==> src/hw/rtl/circle_fan_tessellator_top_assert.svh <==
// Assertion macros for the circle fan tessellator.
// Used by circle_fan_tessellator_top; no other dependencies.
`ifndef CIRCLE_FAN_TESSELLATOR_TOP_ASSERT_SVH
`define CIRCLE_FAN_TESSELLATOR_TOP_ASSERT_SVH
`ifndef SYNTHESIS
`define CFT_ASSERT_IMPL(label, clk, rst_n, ante, cons) \
  label: assert property (@(posedge clk) disable iff (!rst_n) (ante) |-> (cons)) \
    else $error("cft assertion failed");
`define CFT_ASSERT_NEXT(label, clk, rst_n, ante, cons) \
  label: assert property (@(posedge clk) disable iff (!rst_n) (ante) |=> (cons)) \
    else $error("cft assertion failed");
`else
`define CFT_ASSERT_IMPL(label, clk, rst_n, ante, cons)
`define CFT_ASSERT_NEXT(label, clk, rst_n, ante, cons)
`endif
`endif

==> src/hw/rtl/cft_pkg.sv <==
// Shared types, constants and arithmetic helpers of the circle fan tessellator.
// No dependencies.
`default_nettype none
package cft_pkg;

  localparam int unsigned MAX_SEGMENTS_DEF  = 64;
  localparam int unsigned CORDIC_STAGES_DEF = 24;
  // power of two, so the pointers wrap on their own
  localparam int unsigned QUEUE_DEPTH       = 2;

  localparam logic [30:0]        SCALE_RESET = 31'd16777216;
  localparam logic signed [33:0] CORDIC_GAIN = 34'sh026DD3B6A;

  // byte addresses of the scale registers on the configuration port
  localparam logic [2:0] CFG_ADDR_SCALE_X = 3'd0;
  localparam logic [2:0] CFG_ADDR_SCALE_Y = 3'd4;

  typedef struct packed {
    logic signed [31:0] center_x;
    logic signed [31:0] center_y;
    logic [23:0]        radius_pixels;
    logic [6:0]         segments;
    logic               end_of_batch;
  } in_beat_t;

  typedef struct packed {
    logic signed [31:0] apex_x;
    logic signed [31:0] apex_y;
    logic signed [31:0] from_x;
    logic signed [31:0] from_y;
    logic signed [31:0] to_x;
    logic signed [31:0] to_y;
    logic               last_of_fan;
    logic               batch_end;
  } out_beat_t;

  typedef struct packed {
    logic signed [31:0] cx;
    logic signed [31:0] cy;
    logic [32:0]        rx;
    logic [32:0]        ry;
    logic [6:0]         segs;
    logic               eob;
  } point_t;

  typedef struct packed {
    logic   push;
    point_t data;
  } q_push_t;

  typedef struct packed {
    logic full;
    logic empty;
  } q_stat_t;

  typedef enum logic [3:0] {
    BK_IDLE, BK_DIV, BK_PREP, BK_STEP, BK_ROT,
    BK_MULX, BK_ADDX, BK_MULY, BK_ADDY, BK_OUT
  } back_state_t;

  // atan(2^-i) in units of 2^-32 turn
  function automatic logic signed [31:0] atan_turn(input logic [4:0] i);
    logic signed [31:0] a;
    unique case (i)
      5'd0:  a = 32'sh20000000;
      5'd1:  a = 32'sh12E4051E;
      5'd2:  a = 32'sh09FB385B;
      5'd3:  a = 32'sh051111D4;
      5'd4:  a = 32'sh028B0D43;
      5'd5:  a = 32'sh0145D7E1;
      5'd6:  a = 32'sh00A2F61E;
      5'd7:  a = 32'sh00517C55;
      5'd8:  a = 32'sh0028BE53;
      5'd9:  a = 32'sh00145F2F;
      5'd10: a = 32'sh000A2F98;
      5'd11: a = 32'sh000517CC;
      5'd12: a = 32'sh00028BE6;
      5'd13: a = 32'sh000145F3;
      5'd14: a = 32'sh0000A2FA;
      5'd15: a = 32'sh0000517D;
      5'd16: a = 32'sh000028BE;
      5'd17: a = 32'sh0000145F;
      5'd18: a = 32'sh00000A30;
      5'd19: a = 32'sh00000518;
      5'd20: a = 32'sh0000028C;
      5'd21: a = 32'sh00000146;
      5'd22: a = 32'sh000000A3;
      5'd23: a = 32'sh00000051;
      5'd24: a = 32'sh00000029;
      5'd25: a = 32'sh00000014;
      5'd26: a = 32'sh0000000A;
      5'd27: a = 32'sh00000005;
      5'd28: a = 32'sh00000003;
      5'd29: a = 32'sh00000001;
      default: a = 32'sh00000000;
    endcase
    return a;
  endfunction

  // round the Q12.12 x Q7.24 product to Q8.24 and clamp at 2^32
  function automatic logic [32:0] clip_radius(input logic [54:0] prod);
    logic [55:0] t;
    t = (56'(prod) + 56'd2048) >> 12;
    if (t > 56'h1_0000_0000) return 33'h1_0000_0000;
    return t[32:0];
  endfunction

  function automatic logic signed [31:0] sat32(input logic signed [39:0] v);
    if (v > 40'sh007FFFFFFF) return 32'sh7FFFFFFF;
    if (v < -40'sh0080000000) return -32'sh80000000;
    return v[31:0];
  endfunction

endpackage
`default_nettype wire

==> src/hw/rtl/cft_front.sv <==
// Front end: takes points, drops empty fans, clamps segments, forms radii.
// Depends on cft_pkg.
`default_nettype none
module cft_front #(
  parameter int unsigned MAX_SEGMENTS = cft_pkg::MAX_SEGMENTS_DEF
) (
  input  wire logic             clk,
  input  wire logic             rst_n,
  input  wire logic             in_valid,
  output logic                  in_stall,
  input  wire cft_pkg::in_beat_t in_data,
  input  wire logic [30:0]      scale_x,
  input  wire logic [30:0]      scale_y,
  input  wire cft_pkg::q_stat_t q_stat,
  output cft_pkg::q_push_t      q_push
);

  logic              a_v_r;
  cft_pkg::in_beat_t a_r;
  logic              b_v_r;
  logic signed [31:0] b_cx_r, b_cy_r;
  logic [6:0]        b_segs_r;
  logic              b_eob_r;
  logic [54:0]       b_px_r, b_py_r;

  logic       seg_zero, b_free, a_go, accept;
  logic [6:0] seg_c;

  always_comb begin
    seg_c    = (int'(a_r.segments) > MAX_SEGMENTS) ? 7'(MAX_SEGMENTS) : a_r.segments;
    seg_zero = (a_r.segments == 7'd0);
    q_push.push      = b_v_r && !q_stat.full;
    q_push.data.cx   = b_cx_r;
    q_push.data.cy   = b_cy_r;
    q_push.data.rx   = cft_pkg::clip_radius(b_px_r);
    q_push.data.ry   = cft_pkg::clip_radius(b_py_r);
    q_push.data.segs = b_segs_r;
    q_push.data.eob  = b_eob_r;
    b_free   = !b_v_r || q_push.push;
    a_go     = a_v_r && (seg_zero || b_free);
    in_stall = a_v_r && !a_go;
    accept   = in_valid && !in_stall;
  end

  always_ff @(posedge clk) begin
    if (!rst_n) begin
      a_v_r <= 1'b0;
      b_v_r <= 1'b0;
    end else begin
      if (accept) a_v_r <= 1'b1;
      else if (a_go) a_v_r <= 1'b0;
      if (a_go && !seg_zero) b_v_r <= 1'b1;
      else if (q_push.push) b_v_r <= 1'b0;
    end
  end

  always_ff @(posedge clk) begin
    if (accept) a_r <= in_data;
    if (a_go && !seg_zero) begin
      b_cx_r   <= a_r.center_x;
      b_cy_r   <= a_r.center_y;
      b_segs_r <= seg_c;
      b_eob_r  <= a_r.end_of_batch;
      b_px_r   <= 55'(a_r.radius_pixels) * 55'(scale_x);
      b_py_r   <= 55'(a_r.radius_pixels) * 55'(scale_y);
    end
  end

endmodule
`default_nettype wire

==> config.mk <==
export PLATFORM = sky130hd
export DESIGN_NAME = cft_front
export DESIGN_NICKNAME = d
export VERILOG_FILES = /design/src/hw/rtl/circle_fan_tessellator_top_assert.svh /design/src/hw/rtl/cft_pkg.sv /design/src/hw/rtl/cft_front.sv
export SDC_FILE = /design/constraint.sdc
export NUM_CORES = 2
export LEC_CHECK = 0
export BUFFER_PORTS_ARGS = -buffer_cell sky130_fd_sc_hd__buf_2
export CORE_AREA = 2 2 401 403
export DETAILED_ROUTE_END_ITERATION = 10
export DIE_AREA = 0 0 403 405
export PLACE_DENSITY = 0.54
export REMOVE_ABC_BUFFERS = 1
export SYNTH_ARGS = -nofsm -noshare
export SYNTH_HDL_FRONTEND = slang
export SYNTH_SLANG_ARGS = --single-unit
==> constraint.sdc <==
create_clock -name clk -period 29.2 [get_ports clk]
set_clock_uncertainty 0.2 [all_clocks]
set_input_delay 8.76 -clock clk [delete_from_list [all_inputs] [get_ports clk]]
set_output_delay 8.76 -clock clk [all_outputs]
set_load 0.02 [all_outputs]
==> impl_metrics.json <==
{
  "slew_headroom_pct": 20.9,
  "fmax_ghz": 0.0544,
  "yosysWarnings": 0,
  "holdWs_ns": 0.216,
  "grt_first_pass_wirelength_um": 257000,
  "syn2layout_area_growth_pct": 7.31,
  "synth_top_area_share_pct": 43.6,
  "via_count": 41900,
  "numCtsBuffers": 29,
  "die_w_um": 403,
  "whs_endpoint": "b_cy_r[13]$_DFFE_PP_",
  "layoutNonFillerInstCount": 8389,
  "cts.clk_slew.worst_paths_ns": 0.06,
  "cts_setup_buffers": 0,
  "post_drt_wl_per_cell_um": 19.3,
  "grt_pass1_vias": 44900,
  "fillers": 16100,
  "post-dp-hpwl_um": 120000,
  "rows": 147,
  "cp_data_required_time_ns": 20.24,
  "io_pins": 303,
  "cts_resized": 0,
  "worstSkewPairLatency_ns": 0.61,
  "wl_um": 162000,
  "nNetsFinal": 8059,
  "cp-end-kind": "output pin",
  "root_buffer": "clkbuf_16",
  "grtUsageTotal_pct": 20.4,
  "synth-seq-area-share_pct": 13.3,
  "syn_area_per_cell_um2": 9.38,
  "clk_path_buf_depth": 3,
  "core_um2": 159000,
  "hold_start": "a_r[45]$_DFFE_PP_",
  "drive_above_1_share_pct": 7.21,
  "worst_pin_slew_ns": 1.18,
  "seq_area_um2": 7730,
  "synth_edf_count": 256,
  "synth_cell_types": 82,
  "regToRegStartpoint": "a_r[18]$_DFFE_PP_",
  "ys_ff_latch": 258,
  "critPathKind": "input pin to output pin",
  "portBuffers": 301,
  "multi_input_area_um2": 43900,
  "grt_overflow": 0,
  "syn_inst": 6219,
  "fin_setup_tns_ns": 0,
  "drcViolationCount": 0,
  "synth_top_cell_by_area": "fa_1",
  "start_util_pct": 36.6,
  "drtPass1Iterations": 6,
  "synth.area.top_cells": "fa_1 (44%), edfxtp_1 (13%), inv_1 (9.2%)",
  "yosysMostFrequentCell": "inv_1",
  "rsz0062_at_grt": "false",
  "chipHeight_um": 405,
  "hold_class": "flop to flop",
  "setup_viol": 0,
  "hold_viol_final": 0,
  "regToRegEndpoint": "b_py_r[52]$_DFFE_PP_",
  "via_per_inst": 4.99,
  "first_iter_violations": 2507,
  "clock_sinks": 258,
  "ys_top_cells_by_count": "inv_1 (1434), fa_1 (1270), nand2_1 (867)",
  "gp_congestion": 0.833,
  "die_area_um2": 163000,
  "grt_max_degree": 74,
  "cp_max_fo": 3,
  "outcome": "finished, final reports clean",
  "syn_area_um2": 58300,
  "synth_ff_type": "edfxtp_1",
  "rr_worst_depth": 22,
  "fin_crit_ns": 18.40,
  "htree_num_levels": 1,
  "reg2reg_slack_ns": 20.12,
  "holdBufCountCts": 0,
  "post-route-period-util_pct": 63.0,
  "arrival_ns": 9.44,
  "min_path_cells": 0,
  "crit_path_start_kind": "input pin",
  "synthArstFlopShare_pct": 0,
  "ant_nets": 0,
  "maxCapViolCount": 0,
  "finalMaxSlewViolations": 0,
  "cts_tree": "done",
  "dpl.cell_count": 8325,
  "antenna_found_initial": 23
}
-- cell families (layout without fill, tap and decap cells) --
kind of cell,after synthesis,after routing,share of synthesized area [%]
AND/OR/NAND/NOR,2031,2031,17.5
buffers and inverters,1769,1843,11.4
adder cells (fa/ha/maj),1626,1626,51.2
AO/OA/AOI/OAI,369,369,4.09
flip-flops,258,258,13.3
XOR/XNOR,156,156,2.34
multiplexers,10,10,0.187
other,0,10,0
-- per-layer routing --
layer  GRT usage (%)  vias up  wire length (um)
met2            34.2     1348             77800
met4            5.59       30              4540
li1                -    18600                 -
met1            27.1    21700             68500
met5               0        -               161
met3            3.50      261             11300
-- flip-flops by register name, indices dropped and copies added (netlist names) --
signal	cells
b_cy_r	32
b_cx_r	32
b_px_r	44
b_py_r	44
b_v_r	1
b_segs_r	7
b_eob_r	1
a_r	96
a_v_r	1
-- worst max-delay path, cell delays in order --
cell     delay, ns
buf_2         0.12
nand2_1       0.07
nor2_1        0.26
buf_2         0.23
-- through the flow --
step | utilization [%] | setup WS (ns) | area, um2
after floorplan | - | 11.09 | 57000
final | 39.3 | 10.80 | 62600
after global routing | 39.3 | 10.74 | 62600
after global placement | 38.7 | 10.83 | 61600
after detailed placement | 38.7 | 10.81 | 61600
after CTS | 39.3 | 10.80 | 62600
-- area by class of cell --
class                   count  share of cell area [%]
flip-flops and latches    258                    12.3
diodes                     10                  0.0400
repair buffers            355                    3.06
well taps                2086                    4.17
multi-input cells        4192                    70.2
clock buffers              31                    1.17
clock inverters            23                   0.406
inverters                1434                    8.60
-- placed cells by master (no fill, tap or decap), types with 6 or more instances in the layout --
cell,synthesis,layout
nand2_1,867,867
buf_4,1,54
and2_1,739,739
buf_2,5,301
nand2b_1,6,6
o31ai_1,6,6
inv_6,0,6
ha_1,356,356
o21bai_1,27,27
diode_2,0,10
nand4_1,47,47
inv_1,1434,1434
nor3_1,35,35
mux2_2,7,7
nor2_1,140,140
o211ai_1,9,9
nor2_2,13,13
a211oi_1,14,14
a2111oi_0,6,6
nor4_1,18,18
edfxtp_1,256,256
a21o_1,46,46
o21a_1,13,13
clkbuf_16,0,29
and4_1,9,9
fa_1,1270,1270
and3_1,22,22
nor2b_1,21,20
xor2_1,76,76
o31a_1,6,6
a31oi_1,16,16
xnor2_1,80,80
nand3_1,70,70
or3_1,8,8
o21ai_0,66,66
a21oi_1,110,109
-- worst max path at each step --
| stage | slack (ns) | end | from | cells past startpoint |
|---|---|---|---|---|
| after floorplan | 11.09 | in_stall | q_stat[1] | 2 |
| after global placement | 10.83 | in_stall | q_stat[1] | 4 |
| after detailed placement | 10.81 | in_stall | q_stat[1] | 4 |
| after CTS | 10.80 | in_stall | q_stat[1] | 4 |
| after global routing | 10.74 | in_stall | q_stat[1] | 4 |
| final | 10.80 | in_stall | q_stat[1] | 4 |
Power is not shown: default switching activity piles up to over one toggle a cycle in this logic, so the estimate is an artifact.
