[config.mk]
export PLATFORM = sky130hd
export DESIGN_NAME = cft_queue
export DESIGN_NICKNAME = d
export VERILOG_FILES = /design/src/hw/rtl/circle_fan_tessellator_top_assert.svh /design/src/hw/rtl/cft_pkg.sv /design/src/hw/rtl/cft_queue.sv
export SDC_FILE = /design/constraint.sdc
export NUM_CORES = 1
export LEC_CHECK = 0
export ABC_CLOCK_PERIOD_IN_PS = 7600
export BUFFER_PORTS_ARGS = -buffer_cell sky130_fd_sc_hd__buf_4
export CAP_MARGIN = 20
export CORE_MARGIN = 1
export CORE_UTILIZATION = 47
export DETAILED_ROUTE_END_ITERATION = 10
export PLACE_DENSITY = 0.73
export SLEW_MARGIN = 0
export SYNTH_ARGS = -nofsm -noshare
export SYNTH_HDL_FRONTEND = slang
export SYNTH_SLANG_ARGS = --single-unit
export TNS_END_PERCENT = 1
[constraint.sdc]
create_clock -name clk -period 7.6 [get_ports clk]
set_clock_uncertainty 0.05 [all_clocks]
set_input_delay 1.14 -clock clk [delete_from_list [all_inputs] [get_ports clk]]
set_output_delay 1.14 -clock clk [all_outputs]
set_load 0.005 [all_outputs]
[src/hw/rtl/circle_fan_tessellator_top_assert.svh]
// Assertion macros for the circle fan tessellator.
// Used by circle_fan_tessellator_top; no other dependencies.
`ifndef CIRCLE_FAN_TESSELLATOR_TOP_ASSERT_SVH
`define CIRCLE_FAN_TESSELLATOR_TOP_ASSERT_SVH
`ifndef SYNTHESIS
`define CFT_ASSERT_IMPL(label, clk, rst_n, ante, cons) \
  label: assert property (@(posedge clk) disable iff (!rst_n) (ante) |-> (cons)) \
    else $error("cft assertion failed");
`define CFT_ASSERT_NEXT(label, clk, rst_n, ante, cons) \
  label: assert property (@(posedge clk) disable iff (!rst_n) (ante) |=> (cons)) \
    else $error("cft assertion failed");
`else
`define CFT_ASSERT_IMPL(label, clk, rst_n, ante, cons)
`define CFT_ASSERT_NEXT(label, clk, rst_n, ante, cons)
`endif
`endif

[src/hw/rtl/cft_pkg.sv]
// Shared types, constants and arithmetic helpers of the circle fan tessellator.
// No dependencies.
`default_nettype none
package cft_pkg;

  localparam int unsigned MAX_SEGMENTS_DEF  = 64;
  localparam int unsigned CORDIC_STAGES_DEF = 24;
  // power of two, so the pointers wrap on their own
  localparam int unsigned QUEUE_DEPTH       = 2;

  localparam logic [30:0]        SCALE_RESET = 31'd16777216;
  localparam logic signed [33:0] CORDIC_GAIN = 34'sh026DD3B6A;

  // byte addresses of the scale registers on the configuration port
  localparam logic [2:0] CFG_ADDR_SCALE_X = 3'd0;
  localparam logic [2:0] CFG_ADDR_SCALE_Y = 3'd4;

  typedef struct packed {
    logic signed [31:0] center_x;
    logic signed [31:0] center_y;
    logic [23:0]        radius_pixels;
    logic [6:0]         segments;
    logic               end_of_batch;
  } in_beat_t;

  typedef struct packed {
    logic signed [31:0] apex_x;
    logic signed [31:0] apex_y;
    logic signed [31:0] from_x;
    logic signed [31:0] from_y;
    logic signed [31:0] to_x;
    logic signed [31:0] to_y;
    logic               last_of_fan;
    logic               batch_end;
  } out_beat_t;

  typedef struct packed {
    logic signed [31:0] cx;
    logic signed [31:0] cy;
    logic [32:0]        rx;
    logic [32:0]        ry;
    logic [6:0]         segs;
    logic               eob;
  } point_t;

  typedef struct packed {
    logic   push;
    point_t data;
  } q_push_t;

  typedef struct packed {
    logic full;
    logic empty;
  } q_stat_t;

  typedef enum logic [3:0] {
    BK_IDLE, BK_DIV, BK_PREP, BK_STEP, BK_ROT,
    BK_MULX, BK_ADDX, BK_MULY, BK_ADDY, BK_OUT
  } back_state_t;

  // atan(2^-i) in units of 2^-32 turn
  function automatic logic signed [31:0] atan_turn(input logic [4:0] i);
    logic signed [31:0] a;
    unique case (i)
      5'd0:  a = 32'sh20000000;
      5'd1:  a = 32'sh12E4051E;
      5'd2:  a = 32'sh09FB385B;
      5'd3:  a = 32'sh051111D4;
      5'd4:  a = 32'sh028B0D43;
      5'd5:  a = 32'sh0145D7E1;
      5'd6:  a = 32'sh00A2F61E;
      5'd7:  a = 32'sh00517C55;
      5'd8:  a = 32'sh0028BE53;
      5'd9:  a = 32'sh00145F2F;
      5'd10: a = 32'sh000A2F98;
      5'd11: a = 32'sh000517CC;
      5'd12: a = 32'sh00028BE6;
      5'd13: a = 32'sh000145F3;
      5'd14: a = 32'sh0000A2FA;
      5'd15: a = 32'sh0000517D;
      5'd16: a = 32'sh000028BE;
      5'd17: a = 32'sh0000145F;
      5'd18: a = 32'sh00000A30;
      5'd19: a = 32'sh00000518;
      5'd20: a = 32'sh0000028C;
      5'd21: a = 32'sh00000146;
      5'd22: a = 32'sh000000A3;
      5'd23: a = 32'sh00000051;
      5'd24: a = 32'sh00000029;
      5'd25: a = 32'sh00000014;
      5'd26: a = 32'sh0000000A;
      5'd27: a = 32'sh00000005;
      5'd28: a = 32'sh00000003;
      5'd29: a = 32'sh00000001;
      default: a = 32'sh00000000;
    endcase
    return a;
  endfunction

  // round the Q12.12 x Q7.24 product to Q8.24 and clamp at 2^32
  function automatic logic [32:0] clip_radius(input logic [54:0] prod);
    logic [55:0] t;
    t = (56'(prod) + 56'd2048) >> 12;
    if (t > 56'h1_0000_0000) return 33'h1_0000_0000;
    return t[32:0];
  endfunction

  function automatic logic signed [31:0] sat32(input logic signed [39:0] v);
    if (v > 40'sh007FFFFFFF) return 32'sh7FFFFFFF;
    if (v < -40'sh0080000000) return -32'sh80000000;
    return v[31:0];
  endfunction

endpackage
`default_nettype wire

[src/hw/rtl/cft_queue.sv]
// Short point queue between front and back end.
// Depends on cft_pkg.
`default_nettype none
module cft_queue (
  input  wire logic             clk,
  input  wire logic             rst_n,
  input  wire cft_pkg::q_push_t q_push,
  input  wire logic             pop,
  output cft_pkg::point_t       head,
  output cft_pkg::q_stat_t      q_stat
);

  localparam int unsigned PTR_W = (cft_pkg::QUEUE_DEPTH > 1) ? $clog2(cft_pkg::QUEUE_DEPTH) : 1;

  cft_pkg::point_t  q_mem_r [cft_pkg::QUEUE_DEPTH];
  logic [PTR_W-1:0] wr_ptr_r, rd_ptr_r;
  logic [PTR_W:0]   count_r;

  always_comb begin
    q_stat.full  = (count_r == (PTR_W+1)'(cft_pkg::QUEUE_DEPTH));
    q_stat.empty = (count_r == '0);
    head         = q_mem_r[rd_ptr_r];
  end

  always_ff @(posedge clk) begin
    if (!rst_n) begin
      wr_ptr_r <= '0;
      rd_ptr_r <= '0;
      count_r  <= '0;
    end else begin
      if (q_push.push) wr_ptr_r <= wr_ptr_r + 1'b1;
      if (pop) rd_ptr_r <= rd_ptr_r + 1'b1;
      if (q_push.push && !pop) count_r <= count_r + 1'b1;
      else if (pop && !q_push.push) count_r <= count_r - 1'b1;
    end
  end

  always_ff @(posedge clk) begin
    if (q_push.push) q_mem_r[wr_ptr_r] <= q_push.data;
  end

endmodule
`default_nettype wire

==> results.yml, run 1 <==
flow_run:
  drv_cap: 0
floorplan:
  start_util: 0.483
  die_w_um: 149
  die_area_um2: 22300
  rows: 53
  die_y_um: 149
  pin_count: 282
  core_um2: 21200
sta:
  tightest_slew_ns: 1.00
  timing.final.crit_share: 0.551
  tns_ns: 0
  slew_headroom: 0.332
  setup_ws_ns: 3.41
  clock.fmax_mhz: 239
  fin_crit_ns: 4.19
  rsz0062_at_grt: "false"
  slew_violations: 0
  setup_viol: 0
  hold_viol_final: 0
clock_network:
  htree_num_levels: 1
  ctsResizeCount: 0
  cts.sinks: 281
  post_cts_buffers: 0
  path_clk_slew_ns: 0.06
  cts_hold_buf: 0
  cts_buffer_depth: 3
  cts_tree: "done"
  root_buffer: "clkbuf_16"
  numCtsBuffers: 28
  clkLatencyLatePin_ns: 0.53
worst_setup_path:
  r2r_cells: 2
  cpMostUsedCell: "buf_4"
  cpPeakStageDelay_ns: 0.94
  cp_data_required_time_ns: 6.41
  crit_chain: "buf_4 -> mux2_2 -> buf_4"
  cp_max_fo: 70
  crit_slowest_cell: "dfxtp_4"
  critPathKind: "flop to primary output"
  crit_path_end_kind: "primary output"
  cp.arrival_ns: 3.00
  cp-start-kind: "flop"
synthesis:
  synth_warnings: 0
  seq_area_frac_synth: 0.821
  synthTopCellsByCount: "276 x edfxtp_1, 138 x mux2_2, 14 x buf_6"
  synth_seq_cells: 281
  ys_types: 17
  syn_avg_cell_area_um2: 22.7
  synth_top_area_frac: 0.811
  ys.flop_type: "edfxtp_1"
  synth_nets: 594
  synthTopCellsByArea: "edfxtp_1 81%, mux2_2 15%, buf_6 1.5%"
  yosysMostFrequentCell: "edfxtp_1"
  synth_edf_count: 276
  synthCells: 451
  ys_async_sr_fraction: 0
  synth_top_area_cell: "edfxtp_1"
  netlist_area_um2: 10200
placed_design:
  dp_hpwl_um: 12800
  gp_congestion: 0.740
  io_buffers: 281
  dp_slack_ns: 3.92
worst_hold_path:
  min_path_type: "flop to flop"
  holdPathStages: 2
final_layout:
  multi_input_area_um2: 1680
  final_nets: 894
  area.sequential_um2: 8390
  syn_to_final_growth_pct: 31.8
  diodes: 0
  drive_gt1_frac: 0.606
  n_fill_cell: 1453
power_and_ir_drop:
  ir_drop_v: 0.000245
  power.net_switching_uw: 714
  powerDensity_nw_per_um2: 262
  pwr-share-seq: 0.517
  pwr-share-comb: 0.101
  leakage_uw: 0.00503
  switching_share: 0.202
  p_int_uw: 2820
  clockPowerShare: 0.381
routing:
  drc: 0
  wl_per_cell_um: 18.7
  ant_nets: 0
  drtIter0Drc: 240
  routed_wl_um: 19600
  dr.pass1.iters: 4
  via_per_inst: 4.91
  via_count: 5140
global_routing:
  grt-ovfl-total: 0
  antenna_found_initial: 0
  grt_pass1_wl_um: 28600
  grt_max_degree: 75
  grtUsageTotal: 0.169
  grt-busiest-layer: "met2"
  grt_pass1_vias: 5410
  grt_util_met2: 0.301
  use_met3: 0.0552
  use_met1: 0.187
status:
  outcome: "completed"
final timing paths:
check        startpoint               to  slack, ns
min          count_r[1]       count_r[1]       0.46
max reg2reg    wr_ptr_r  q_mem_r[1][134]       5.03
min reg2reg  count_r[1]       count_r[1]       0.46
max                flop        head[112]       3.41
layout make-up:
class                           count  area share
Clock inverter                     14      0.0111
Sequential cell                   281       0.623
Clock buffer                       36      0.0566
Timing Repair Buffer              285       0.159
Inverter                            1    0.000279
Multi-Input combinational cell    154       0.125
Tap cell                          275      0.0255
cells by family after synthesis:
kind of cell | after synthesis | synth area share
compound gates | 3 | 0.00196
xor+xnor | 3 | 0.00257
fa+ha+maj | 1 | 0.00122
buf+inv | 16 | 0.0163
flops | 281 | 0.821
mux | 138 | 0.152
simple gates | 9 | 0.00539
layer usage:
metal | wire length (um) | share of wire
met3 | 1680 | 0.086
met5 | 0 | 0
met4 | 622 | 0.032
met2 | 10100 | 0.52
met1 | 7160 | 0.37
critical path, delay by kind of cell, from the launching register on:
| family | cells | cell delay (ns) |
|---|---|---|
| buf+inv | 2 | 0.96 |
| flops | 1 | 0.94 |
| mux | 1 | 0.43 |
power by group through the flow:
stage / registers (uW) / clock network (uW) / logic [uW]
after global routing: 1830 / 1430 / 385
after CTS: 1830 / 1380 / 366
after floorplan: 1850 / 0 / 172
after global placement: 1850 / 0 / 355
after detailed placement: 1860 / 0 / 363
final: 1830 / 1350 / 357
per-stage QoR:
step | std cells | hold WS (ns) | cell area, um^2 | power, uW | util
CTS | 1046 | 0.462 | 13500 | 3570 | 0.637
detailed placement | 996 | 0.449 | 12600 | 2220 | 0.594
global route | 1046 | 0.504 | 13500 | 3650 | 0.637
finish | 1046 | 0.458 | 13500 | 3530 | 0.637
floorplan | 451 | 0.416 | 10200 | 2020 | -
global placement | 996 | 0.427 | 12600 | 2210 | 0.594
registers in the layout, indices dropped and copies added, names as in the netlist, named ones only:
| signal | count |
|---|---|
| count_r | 2 |
| rd_ptr_r | 1 |
| wr_ptr_r | 1 |
| q_mem_r | 276 |
placed cells by master, fill, tap and decap left out:
cell type	netlist	routed
nor2_1	1	1
dfxtp_4	0	1
clkinvlp_4	0	2
xor2_1	2	2
clkbuf_16	0	29
o21ai_0	1	1
clkbuf_1	0	6
edfxtp_1	276	276
mux2_2	138	138
nor2b_4	0	1
and2_1	4	3
inv_1	1	1
a21boi_1	1	1
o21a_1	1	1
clkinv_1	0	3
or3_1	1	1
xnor2_1	1	1
clkbuf_8	0	1
and2b_1	1	1
clkinv_2	0	5
clkinv_4	0	1
bufinv_16	0	3
and2_4	0	1
ha_1	1	1
nor2b_1	2	1
buf_4	0	285
dfxtp_1	5	4
Note: power is estimated with default switching activity, not from simulation.
==> inputs of run 2 (changes only) <==
ABC_CLOCK_PERIOD_IN_PS = 3900   (was 7600)
CORE_UTILIZATION = 52   (was 47)
PLACE_DENSITY = 0.76   (was 0.73)
clock period = 3.9 ns   (was 7.6 ns; I/O delays follow)
==> run 2 against run 1 <==
Clock power grew 110%; global-route usage rose by 2.5 points; first-iteration DRC count down 28%; flip-flop and latch count did not move; highest routed layer unchanged; die area down 9.5%; sequential share of layout area shrank 0.56 points; via count grew 2.0%; register-to-register slack lost 2.9 ns; critical path type unchanged; total power grew 100%.
==> results.yml, run 2 (same netlist as run 1, synthesis figures left out) <==
status:
  outcome: "completed"
clock_network:
  cts_tree: "done"
  cts.sinks: 281
  htree_num_levels: 1
  post_cts_buffers: 0
  cts_buffer_depth: 3
  path_clk_slew_ns: 0.06
  numCtsBuffers: 28
  root_buffer: "clkbuf_16"
  cts_hold_buf: 0
  ctsResizeCount: 0
  clkLatencyLatePin_ns: 0.51
routing:
  via_per_inst: 5.06
  drtIter0Drc: 173
  ant_nets: 0
  drc: 0
  via_count: 5244
  wl_per_cell_um: 19.4
  dr.pass1.iters: 4
  routed_wl_um: 20100
sta:
  clock.fmax_mhz: 332
  hold_viol_final: 0
  fin_crit_ns: 3.01
  setup_ws_ns: 0.886
  timing.final.crit_share: 0.773
  slew_headroom: 0.340
  setup_viol: 0
  slew_violations: 0
  tightest_slew_ns: 0.991
  rsz0062_at_grt: "false"
worst_setup_path:
  cpMostUsedCell: "buf_4"
  cp-start-kind: "flop"
  crit_path_end_kind: "primary output"
  path_depth: 3
  cp_max_fo: 58
  cp.arrival_ns: 2.38
  critPathBufInv: 2
  crit_family: "flip-flops"
  cpPeakStageDelay_ns: 0.89
  r2r_cells: 2
  critPathKind: "flop to primary output"
  crit_chain: "buf_4 -> mux2_2 -> buf_4"
  crit_slowest_cell: "dfxtp_4"
  cp_data_required_time_ns: 3.26
global_routing:
  grt_pass1_vias: 5582
  grt-ovfl-total: 0
  grtUsageTotal: 0.194
  grt_max_degree: 73
  antenna_found_initial: 0
  grt_pass1_wl_um: 29500
floorplan:
  start_util: 0.539
  core_um2: 19000
  rows: 50
  die_area_um2: 20200
  pin_count: 282
  die_w_um: 142
  die_y_um: 142
worst_hold_path:
  min_path_type: "input port to flop"
  holdPathStages: 1
final_layout:
  diodes: 0
  largest_register_ffs: 276
  multi_input_area_um2: 1680
  top_regs: "q_mem_r: 276 flops, count_r: 2 flops"
  regMostFlops: "q_mem_r"
  final_cell_mix: "287 x buf_4, 276 x edfxtp_1, 138 x mux2_2"
  final_common_cell: "buf_4"
  area.sequential_um2: 8390
  n_fill_cell: 1189
  drive_gt1_frac: 0.604
  syn_to_final_growth_pct: 33.0
  final_nets: 898
placed_design:
  dp_slack_ns: 1.40
  gp_congestion: 0.766
  io_buffers: 281
  dp_hpwl_um: 13400
power_and_ir_drop:
  powerDensity_nw_per_um2: 523
  ir_drop_v: 0.000399
  leakage_uw: 0.00509
  power_uw: 7110
flow_run:
  drv_cap: 0
[run 2: worst reg2reg max path: stages (launching register included)]
cell and delay [ns]:
dfxtp_1 0.39, and2_4 0.46, buf_4 0.50
[run 2: final timing paths]
check / start / endpoint / slack, ns
min: q_push[90] / q_mem_r[0][90] / 0.20
max: flop / head[61] / 0.89
min reg2reg: count_r[1] / count_r[1] / 0.47
max reg2reg: wr_ptr_r / q_mem_r[1][102] / 2.13
[run 2: layout make-up]
type | instances | area share
flip-flops and latches | 281 | 0.617
repair buffers | 289 | 0.161
multi-input cells | 154 | 0.123
clock buffers | 35 | 0.0550
well taps | 260 | 0.0239
clock inverters | 16 | 0.0184
inverters | 1 | 0.000276
[run 2: stage by stage]
| stage | hold WS (ns) | cell area, um^2 | setup TNS, ns | cells | util |
|---|---|---|---|---|---|
| 2_1_floorplan | 0.416 | 10200 | -53.48 | 451 | - |
| 3_3_place_gp | 0.427 | 12600 | 0 | 985 | 0.664 |
| 3_5_place_dp | 0.463 | 12600 | 0 | 985 | 0.664 |
| 4_1_cts | 0.173 | 13600 | 0 | 1036 | 0.717 |
| 5_1_grt | 0.170 | 13600 | 0 | 1036 | 0.717 |
| 6_report | 0.198 | 13600 | 0 | 1036 | 0.717 |
[run 2: where the power goes]
part / internal [uW] / switching (uW) / total, uW
Combinational: 428 / 286 / 714
Sequential: 3490 / 61.9 / 3560
Clock: 1810 / 1030 / 2840
[run 2: routing by layer]
layer / up-vias / share of wire / track usage
met5: - / 0 / 0
met3: 36 / 0.093 / 0.0548
met4: 0 / 0.026 / 0.0634
met1: 2594 / 0.36 / 0.219
met2: 212 / 0.52 / 0.351
li1: 2402 / - / -
