==> config.mk <==
export PLATFORM = sky130hd
export DESIGN_NAME = cft_back
export DESIGN_NICKNAME = d
export VERILOG_FILES = /design/src/hw/rtl/circle_fan_tessellator_top_assert.svh /design/src/hw/rtl/cft_pkg.sv /design/src/hw/rtl/cft_back.sv
export SDC_FILE = /design/constraint.sdc
export NUM_CORES = 2
export LEC_CHECK = 0
export ABC_AREA = 1
export ABC_CLOCK_PERIOD_IN_PS = 13600
export BUFFER_PORTS_ARGS = -buffer_cell sky130_fd_sc_hd__buf_2
export CORE_MARGIN = 1
export CORE_UTILIZATION = 30
export CTS_CLUSTER_DIAMETER = 80
export DETAILED_ROUTE_END_ITERATION = 16
export HOLD_SLACK_MARGIN = 0.05
export SYNTH_ARGS = -nofsm -noshare
export SYNTH_HDL_FRONTEND = slang
export SYNTH_SLANG_ARGS = --single-unit
export TNS_END_PERCENT = 50
==> constraint.sdc <==
create_clock -name clk -period 13.6 [get_ports clk]
set_input_delay 0.68 -clock clk [delete_from_list [all_inputs] [get_ports clk]]
set_output_delay 0.68 -clock clk [all_outputs]
set_load 0.03 [all_outputs]
==> src/hw/rtl/circle_fan_tessellator_top_assert.svh <==
// Assertion macros for the circle fan tessellator.
// Used by circle_fan_tessellator_top; no other dependencies.
`ifndef CIRCLE_FAN_TESSELLATOR_TOP_ASSERT_SVH
`define CIRCLE_FAN_TESSELLATOR_TOP_ASSERT_SVH
`ifndef SYNTHESIS
`define CFT_ASSERT_IMPL(label, clk, rst_n, ante, cons) \
  label: assert property (@(posedge clk) disable iff (!rst_n) (ante) |-> (cons)) \
    else $error("cft assertion failed");
`define CFT_ASSERT_NEXT(label, clk, rst_n, ante, cons) \
  label: assert property (@(posedge clk) disable iff (!rst_n) (ante) |=> (cons)) \
    else $error("cft assertion failed");
`else
`define CFT_ASSERT_IMPL(label, clk, rst_n, ante, cons)
`define CFT_ASSERT_NEXT(label, clk, rst_n, ante, cons)
`endif
`endif

==> src/hw/rtl/cft_pkg.sv <==
// Shared types, constants and arithmetic helpers of the circle fan tessellator.
// No dependencies.
`default_nettype none
package cft_pkg;

  localparam int unsigned MAX_SEGMENTS_DEF  = 64;
  localparam int unsigned CORDIC_STAGES_DEF = 24;
  // power of two, so the pointers wrap on their own
  localparam int unsigned QUEUE_DEPTH       = 2;

  localparam logic [30:0]        SCALE_RESET = 31'd16777216;
  localparam logic signed [33:0] CORDIC_GAIN = 34'sh026DD3B6A;

  // byte addresses of the scale registers on the configuration port
  localparam logic [2:0] CFG_ADDR_SCALE_X = 3'd0;
  localparam logic [2:0] CFG_ADDR_SCALE_Y = 3'd4;

  typedef struct packed {
    logic signed [31:0] center_x;
    logic signed [31:0] center_y;
    logic [23:0]        radius_pixels;
    logic [6:0]         segments;
    logic               end_of_batch;
  } in_beat_t;

  typedef struct packed {
    logic signed [31:0] apex_x;
    logic signed [31:0] apex_y;
    logic signed [31:0] from_x;
    logic signed [31:0] from_y;
    logic signed [31:0] to_x;
    logic signed [31:0] to_y;
    logic               last_of_fan;
    logic               batch_end;
  } out_beat_t;

  typedef struct packed {
    logic signed [31:0] cx;
    logic signed [31:0] cy;
    logic [32:0]        rx;
    logic [32:0]        ry;
    logic [6:0]         segs;
    logic               eob;
  } point_t;

  typedef struct packed {
    logic   push;
    point_t data;
  } q_push_t;

  typedef struct packed {
    logic full;
    logic empty;
  } q_stat_t;

  typedef enum logic [3:0] {
    BK_IDLE, BK_DIV, BK_PREP, BK_STEP, BK_ROT,
    BK_MULX, BK_ADDX, BK_MULY, BK_ADDY, BK_OUT
  } back_state_t;

  // atan(2^-i) in units of 2^-32 turn
  function automatic logic signed [31:0] atan_turn(input logic [4:0] i);
    logic signed [31:0] a;
    unique case (i)
      5'd0:  a = 32'sh20000000;
      5'd1:  a = 32'sh12E4051E;
      5'd2:  a = 32'sh09FB385B;
      5'd3:  a = 32'sh051111D4;
      5'd4:  a = 32'sh028B0D43;
      5'd5:  a = 32'sh0145D7E1;
      5'd6:  a = 32'sh00A2F61E;
      5'd7:  a = 32'sh00517C55;
      5'd8:  a = 32'sh0028BE53;
      5'd9:  a = 32'sh00145F2F;
      5'd10: a = 32'sh000A2F98;
      5'd11: a = 32'sh000517CC;
      5'd12: a = 32'sh00028BE6;
      5'd13: a = 32'sh000145F3;
      5'd14: a = 32'sh0000A2FA;
      5'd15: a = 32'sh0000517D;
      5'd16: a = 32'sh000028BE;
      5'd17: a = 32'sh0000145F;
      5'd18: a = 32'sh00000A30;
      5'd19: a = 32'sh00000518;
      5'd20: a = 32'sh0000028C;
      5'd21: a = 32'sh00000146;
      5'd22: a = 32'sh000000A3;
      5'd23: a = 32'sh00000051;
      5'd24: a = 32'sh00000029;
      5'd25: a = 32'sh00000014;
      5'd26: a = 32'sh0000000A;
      5'd27: a = 32'sh00000005;
      5'd28: a = 32'sh00000003;
      5'd29: a = 32'sh00000001;
      default: a = 32'sh00000000;
    endcase
    return a;
  endfunction

  // round the Q12.12 x Q7.24 product to Q8.24 and clamp at 2^32
  function automatic logic [32:0] clip_radius(input logic [54:0] prod);
    logic [55:0] t;
    t = (56'(prod) + 56'd2048) >> 12;
    if (t > 56'h1_0000_0000) return 33'h1_0000_0000;
    return t[32:0];
  endfunction

  function automatic logic signed [31:0] sat32(input logic signed [39:0] v);
    if (v > 40'sh007FFFFFFF) return 32'sh7FFFFFFF;
    if (v < -40'sh0080000000) return -32'sh80000000;
    return v[31:0];
  endfunction

endpackage
`default_nettype wire

==> src/hw/rtl/cft_back.sv <==
// Back end: phase division, iterative CORDIC, radius scaling, triangle output.
// Depends on cft_pkg.
`default_nettype none
module cft_back #(
  parameter int unsigned CORDIC_STAGES = cft_pkg::CORDIC_STAGES_DEF
) (
  input  wire logic             clk,
  input  wire logic             rst_n,
  input  wire cft_pkg::q_stat_t q_stat,
  input  wire cft_pkg::point_t  head,
  output logic                  pop,
  output logic                  out_valid,
  input  wire logic             out_stall,
  output cft_pkg::out_beat_t    out_data
);

  localparam logic [5:0] DIV_LAST = 6'd32;
  localparam logic [5:0] ROT_LAST = 6'(CORDIC_STAGES - 1);

  cft_pkg::back_state_t state_r, state_nxt;
  cft_pkg::point_t      pt_r;
  logic [5:0]           cnt_r;
  logic [6:0]           div_rem_r, racc_r, tri_r;
  logic [31:0]          div_q_r, phase_r;
  logic signed [33:0]   x_r, y_r;
  logic signed [31:0]   z_r;
  logic signed [50:0]   plo_r;
  logic signed [51:0]   phi_r;
  logic signed [31:0]   fx_r, fy_r, tx_r, ty_r;
  logic                 out_v_r;
  cft_pkg::out_beat_t   out_r;

  logic               out_load, last, wrap, axis_y;
  logic [7:0]         trial, racc_sum;
  logic [31:0]        phase_new;
  logic signed [33:0] dx, dy, tsin, tcos, tsel;
  logic [32:0]        rsel;
  logic signed [31:0] csel, rim_val;
  logic signed [67:0] acc;

  // next state
  always_comb begin
    state_nxt = state_r;
    unique case (state_r)
      cft_pkg::BK_IDLE: if (!q_stat.empty) state_nxt = cft_pkg::BK_DIV;
      cft_pkg::BK_DIV:  if (cnt_r == DIV_LAST) state_nxt = cft_pkg::BK_PREP;
      cft_pkg::BK_PREP: state_nxt = cft_pkg::BK_STEP;
      cft_pkg::BK_STEP: state_nxt = cft_pkg::BK_ROT;
      cft_pkg::BK_ROT:  if (cnt_r == ROT_LAST) state_nxt = cft_pkg::BK_MULX;
      cft_pkg::BK_MULX: state_nxt = cft_pkg::BK_ADDX;
      cft_pkg::BK_ADDX: state_nxt = cft_pkg::BK_MULY;
      cft_pkg::BK_MULY: state_nxt = cft_pkg::BK_ADDY;
      cft_pkg::BK_ADDY: state_nxt = cft_pkg::BK_OUT;
      cft_pkg::BK_OUT:
        if (!out_v_r || !out_stall)
          state_nxt = last ? cft_pkg::BK_IDLE : cft_pkg::BK_STEP;
      default: state_nxt = cft_pkg::BK_IDLE;
    endcase
  end

  // control outputs
  always_comb begin
    pop      = (state_r == cft_pkg::BK_IDLE) && !q_stat.empty;
    out_load = (state_r == cft_pkg::BK_OUT) && (!out_v_r || !out_stall);
    axis_y   = (state_r == cft_pkg::BK_MULY) || (state_r == cft_pkg::BK_ADDY);
  end

  // datapath helpers
  always_comb begin
    last      = ({1'b0, tri_r} + 8'd1) == {1'b0, pt_r.segs};
    trial     = {div_rem_r, (cnt_r == 6'd0)};
    racc_sum  = {1'b0, racc_r} + {1'b0, div_rem_r};
    wrap      = racc_sum >= {1'b0, pt_r.segs};
    phase_new = phase_r + div_q_r + 32'(wrap);
    dx        = y_r >>> cnt_r[4:0];
    dy        = x_r >>> cnt_r[4:0];
    case (phase_r[31:30])
      2'd0:    begin tsin = y_r;  tcos = x_r;  end
      2'd1:    begin tsin = x_r;  tcos = -y_r; end
      2'd2:    begin tsin = -y_r; tcos = -x_r; end
      default: begin tsin = -x_r; tcos = y_r;  end
    endcase
    tsel    = axis_y ? tcos : tsin;
    rsel    = axis_y ? pt_r.ry : pt_r.rx;
    csel    = axis_y ? pt_r.cy : pt_r.cx;
    acc     = (68'(phi_r) <<< 16) + 68'(plo_r) + 68'sd536870912;
    rim_val = cft_pkg::sat32(40'(csel) + 40'($signed(acc[67:30])));
  end

  always_ff @(posedge clk) begin
    if (!rst_n) begin
      state_r <= cft_pkg::BK_IDLE;
      out_v_r <= 1'b0;
    end else begin
      state_r <= state_nxt;
      if (out_load) out_v_r <= 1'b1;
      else if (!out_stall) out_v_r <= 1'b0;
    end
  end

  always_ff @(posedge clk) begin
    case (state_r)
      cft_pkg::BK_IDLE: begin
        pt_r      <= head;
        cnt_r     <= '0;
        div_rem_r <= '0;
        div_q_r   <= '0;
      end
      cft_pkg::BK_DIV: begin
        // restoring division of 2^32 by the segment count, one bit a cycle
        if (trial >= {1'b0, pt_r.segs}) begin
          div_rem_r <= 7'(trial - {1'b0, pt_r.segs});
          div_q_r   <= {div_q_r[30:0], 1'b1};
        end else begin
          div_rem_r <= trial[6:0];
          div_q_r   <= {div_q_r[30:0], 1'b0};
        end
        cnt_r <= cnt_r + 6'd1;
      end
      cft_pkg::BK_PREP: begin
        fx_r    <= pt_r.cx;
        fy_r    <= cft_pkg::sat32(40'(pt_r.cy) + 40'(pt_r.ry));
        phase_r <= '0;
        racc_r  <= '0;
        tri_r   <= '0;
      end
      cft_pkg::BK_STEP: begin
        phase_r <= phase_new;
        racc_r  <= wrap ? 7'(racc_sum - {1'b0, pt_r.segs}) : racc_sum[6:0];
        x_r     <= cft_pkg::CORDIC_GAIN;
        y_r     <= '0;
        z_r     <= {2'b00, phase_new[29:0]};
        cnt_r   <= '0;
      end
      cft_pkg::BK_ROT: begin
        if (!z_r[31]) begin
          x_r <= x_r - dx;
          y_r <= y_r + dy;
          z_r <= z_r - cft_pkg::atan_turn(cnt_r[4:0]);
        end else begin
          x_r <= x_r + dx;
          y_r <= y_r - dy;
          z_r <= z_r + cft_pkg::atan_turn(cnt_r[4:0]);
        end
        cnt_r <= cnt_r + 6'd1;
      end
      cft_pkg::BK_MULX, cft_pkg::BK_MULY: begin
        plo_r <= $signed({1'b0, rsel[15:0]}) * tsel;
        phi_r <= $signed({1'b0, rsel[32:16]}) * tsel;
      end
      cft_pkg::BK_ADDX: tx_r <= rim_val;
      cft_pkg::BK_ADDY: ty_r <= rim_val;
      cft_pkg::BK_OUT: begin
        if (out_load) begin
          out_r.apex_x      <= pt_r.cx;
          out_r.apex_y      <= pt_r.cy;
          out_r.from_x      <= fx_r;
          out_r.from_y      <= fy_r;
          out_r.to_x        <= tx_r;
          out_r.to_y        <= ty_r;
          out_r.last_of_fan <= last;
          out_r.batch_end   <= last && pt_r.eob;
          fx_r              <= tx_r;
          fy_r              <= ty_r;
          tri_r             <= tri_r + 7'd1;
        end
      end
      default: ;
    endcase
  end

  assign out_valid = out_v_r;
  assign out_data  = out_r;

endmodule
`default_nettype wire

==> summary.txt <==
Status
  – Outcome: finished clean

Layout
  – Area grow syn2layout: 9.792%
  – Number of fill cells: 32,029
  – Final Net Count: roughly 13,000
  – Final Non-Filler Cells: 15,483
  – Share of cells above drive strength 1: around 7.8%

Logic synthesis
  – Area contributors post-synth: edfxtp_1, fa_1, nand2_1
  – Seq cells post-synth: 773
  – Syn nets: 12,952
  – Yosys cell types: 74
  – Post-synth EDFFs: 738
  – Synth Cell Area: 0.09182 sq mm
  – Main synth FF type: edfxtp_1
  – Synth cell count leaders: nand2_1, inv_1, fa_1
  – Cells after Synth: 11,158
  – FFs w/ async S/R, synth: 0%
  – Most frequent cell after synthesis: nand2_1
  – Share of the synthesized area in the top cell type: roughly a quarter
  – Synth warnings: 0
  – Syn avg cell area: 8.229 sq um
  – Sequential fraction of the synthesis area: 24.90%
  – Largest area contributor in the synthesized netlist: edfxtp_1

Timing
  – RSZ-0062 raised after global routing: false
  – Rel. slew slack: 21.22%
  – Count of pins over their slew limit: 0
  – Final hold vios: 0
  – Final setup TNS: 0 ns
  – Hold_ws: 0.1103 ns
  – Clock period minus worst slack: approximately 10 ns
  – Tcrit/Tclk final: around three quarters
  – Fmax: 99.66 MHz
  – Measured slew at the worst slew-check pin: 1.181 ns
  – Clk_skew: 0.07508 ns
  – Final setup fails: 0

Route
  – Post-route DRC: 0
  – Iteration-0 DRC Markers: between 7,000 and 8,000
  – Final ANT Viol Nets: 0
  – Vias/cell: 5.034
  – Routed len/inst: 20.66 um
  – DR pass1 iterations: 6
  – Routed WL: between 300 and 400 mm
  – Via count: 77,941

Clock tree
  – Clk root buf: clkbuf_16
  – CTS H-Tree Depth: 3
  – Clk slew on worst S/H paths: ~0.06 ns
  – Num CTS Buffers: 85
  – Post-CTS sizing: 0
  – CTS Buffer Depth: 3
  – Post-CTS Hold Fix Bufs: 0
  – Worst-Skew Late Latency: 0.74 ns
  – Setup Fix Bufs, Post-CTS: 0
  – Clk sinks: 773
  – CTS tree: built

Placement
  – Port Buffers: 337
  – Placed cell count: 15,325
  – Half-perimeter wire length after placement: around 250 mm
  – Gp weighted congestion: approximately 0.96

Worst setup path
  – Req. time, crit path: 14.06 ns
  – Cell mode on critical path: fa_1
  – Type of origin of the critical path: flip-flop
  – R2R Path End: phi_r[46]
  – Worst Path Class, Setup: reg -> reg
  – WP data arrival: 10.49 ns
  – Worst reg2reg startpoint: state_r[0]
  – FF-to-FF path depth: 31
  – Endpoint class of the critical path: flip-flop
  – Flop-to-flop setup slack: 3.57 ns
  – Crit path from: state_r[0]
  – CP Capture Point: phi_r[46]
  – Slowest stage delay, CP: between 0.6 and 0.7 ns
  – CP max stage cell: buf_4
  – Max FO, Critical Path: 64

Global routing
  – Largest net degree at the start of global routing: 127
  – Vias in the first global route: 76,708
  – Total global routing overflow: 0
  – Global-route wire length before repair: 476.5 mm
  – Initial antenna violation count: 14
  – GRT Total Usage: 20.37%

Floorplanning
  – Row cnt: 202
  – Die height: 555.2 um
  – Initial Util: 30.25%
  – Core footprint: 0.3035 sq mm
  – Die area: 0.3083 sq mm
  – Ports: 339
  – Die W: between 500 and 600 um

Flow run
  – Max-cap violations: 0

Min path
  – Worst min path class: in -> reg
-- kinds of logic (layout without fill, tap and decap cells) --
family | count (synthesis) | after routing | synth area share [%]
buf+inv | 2492 | 2732 | 10.60
other cells | 0 | 5 | 0
flops | 773 | 773 | 24.90
simple gates | 4104 | 4104 | 18.68
xor+xnor | 383 | 383 | 3.670
fa+ha+maj | 1651 | 1651 | 31.29
compound gates | 1755 | 1755 | 10.86
-- flip-flops by register name, indices dropped and copies added (netlist names), 7 cells and up, named ones only --
register / count
out_data: 194
pt_r: 138
phi_r: 52
plo_r: 35
x_r: 34
y_r: 34
div_q_r: 32
fx_r: 32
fy_r: 32
phase_r: 32
tx_r: 32
ty_r: 32
z_r: 32
div_rem_r: 7
racc_r: 7
tri_r: 7
-- placed cells by master (no fill, tap or decap), types with 55 or more instances in the layout --
cell,count
o211ai_1,56
nor3_1,86
nand4_1,64
nor2_1,1001
ha_1,575
buf_4,148
a31oi_1,72
edfxtp_1,738
nand3_1,518
inv_1,2052
nand2_1,2213
clkbuf_16,86
fa_1,1076
a21oi_1,806
xnor2_1,127
o21ai_0,480
xor2_1,254
nand2_2,56
buf_2,337
o21a_1,55
-- per-layer routing --
| layer | part of all wire [%] | global-route usage, % | up-vias |
|---|---|---|---|
| li1 | - | - | 35909 |
| met1 | 42 | 26.51 | 38107 |
| met2 | 44 | 32.45 | 3312 |
| met3 | 8.4 | 3.738 | 605 |
| met4 | 5.5 | 9.919 | 8 |
| met5 | 0.018 | 0 | - |
-- through the flow --
stage               utilization [%]  cell area (sq um)  worst slack, ns
finish                        33.21             100800            3.565
global route                  33.21             100800            3.022
CTS                           33.21             100800            3.606
detailed placement            32.29              98000            3.657
global placement              32.29              98000            3.742
floorplan                         -              91820            2.636
-- area by class of cell --
cell class                 instances  area [sq um]  share of cell area [%]
antenna                            5         12.51                 0.01241
clock buffer                     102          2232                   2.214
clock inverter                    51         566.8                  0.5622
inverter                        2093          7864                   7.800
multi-input combinational       7893         59350                   58.88
sequential                       773         22860                   22.68
tap                             4080          5105                   5.064
timing repair buffer             486          2818                   2.795
-- how the worst min path moves through the flow --
stage / from / endpoint / depth (start not counted) / slack, ns
final: head[128] / pt_r[128] / 1 / 0.11
after global routing: head[128] / pt_r[128] / 1 / 0.08
after CTS: head[128] / pt_r[128] / 1 / 0.05
after detailed placement: fx_r[14] / out_data[112] / 0 / 0.40
after global placement: fx_r[24] / out_data[122] / 0 / 0.40
after floorplan: fx_r[2] / out_data[100] / 0 / 0.40
-- worst max-delay path, delay by kind of cell (launching register included) --
family,cells,cell delay [ns]
adder cells (fa/ha/maj),7,3.39
buffers and inverters,11,2.73
AO/OA/AOI/OAI,4,1.38
XOR/XNOR,1,0.11
AND/OR/NAND/NOR,8,1.67
flip-flops,1,0.35
Power is left out: the tool's default activity adds up to more than one toggle a clock period on the data nets, which glitch-free logic cannot reach.
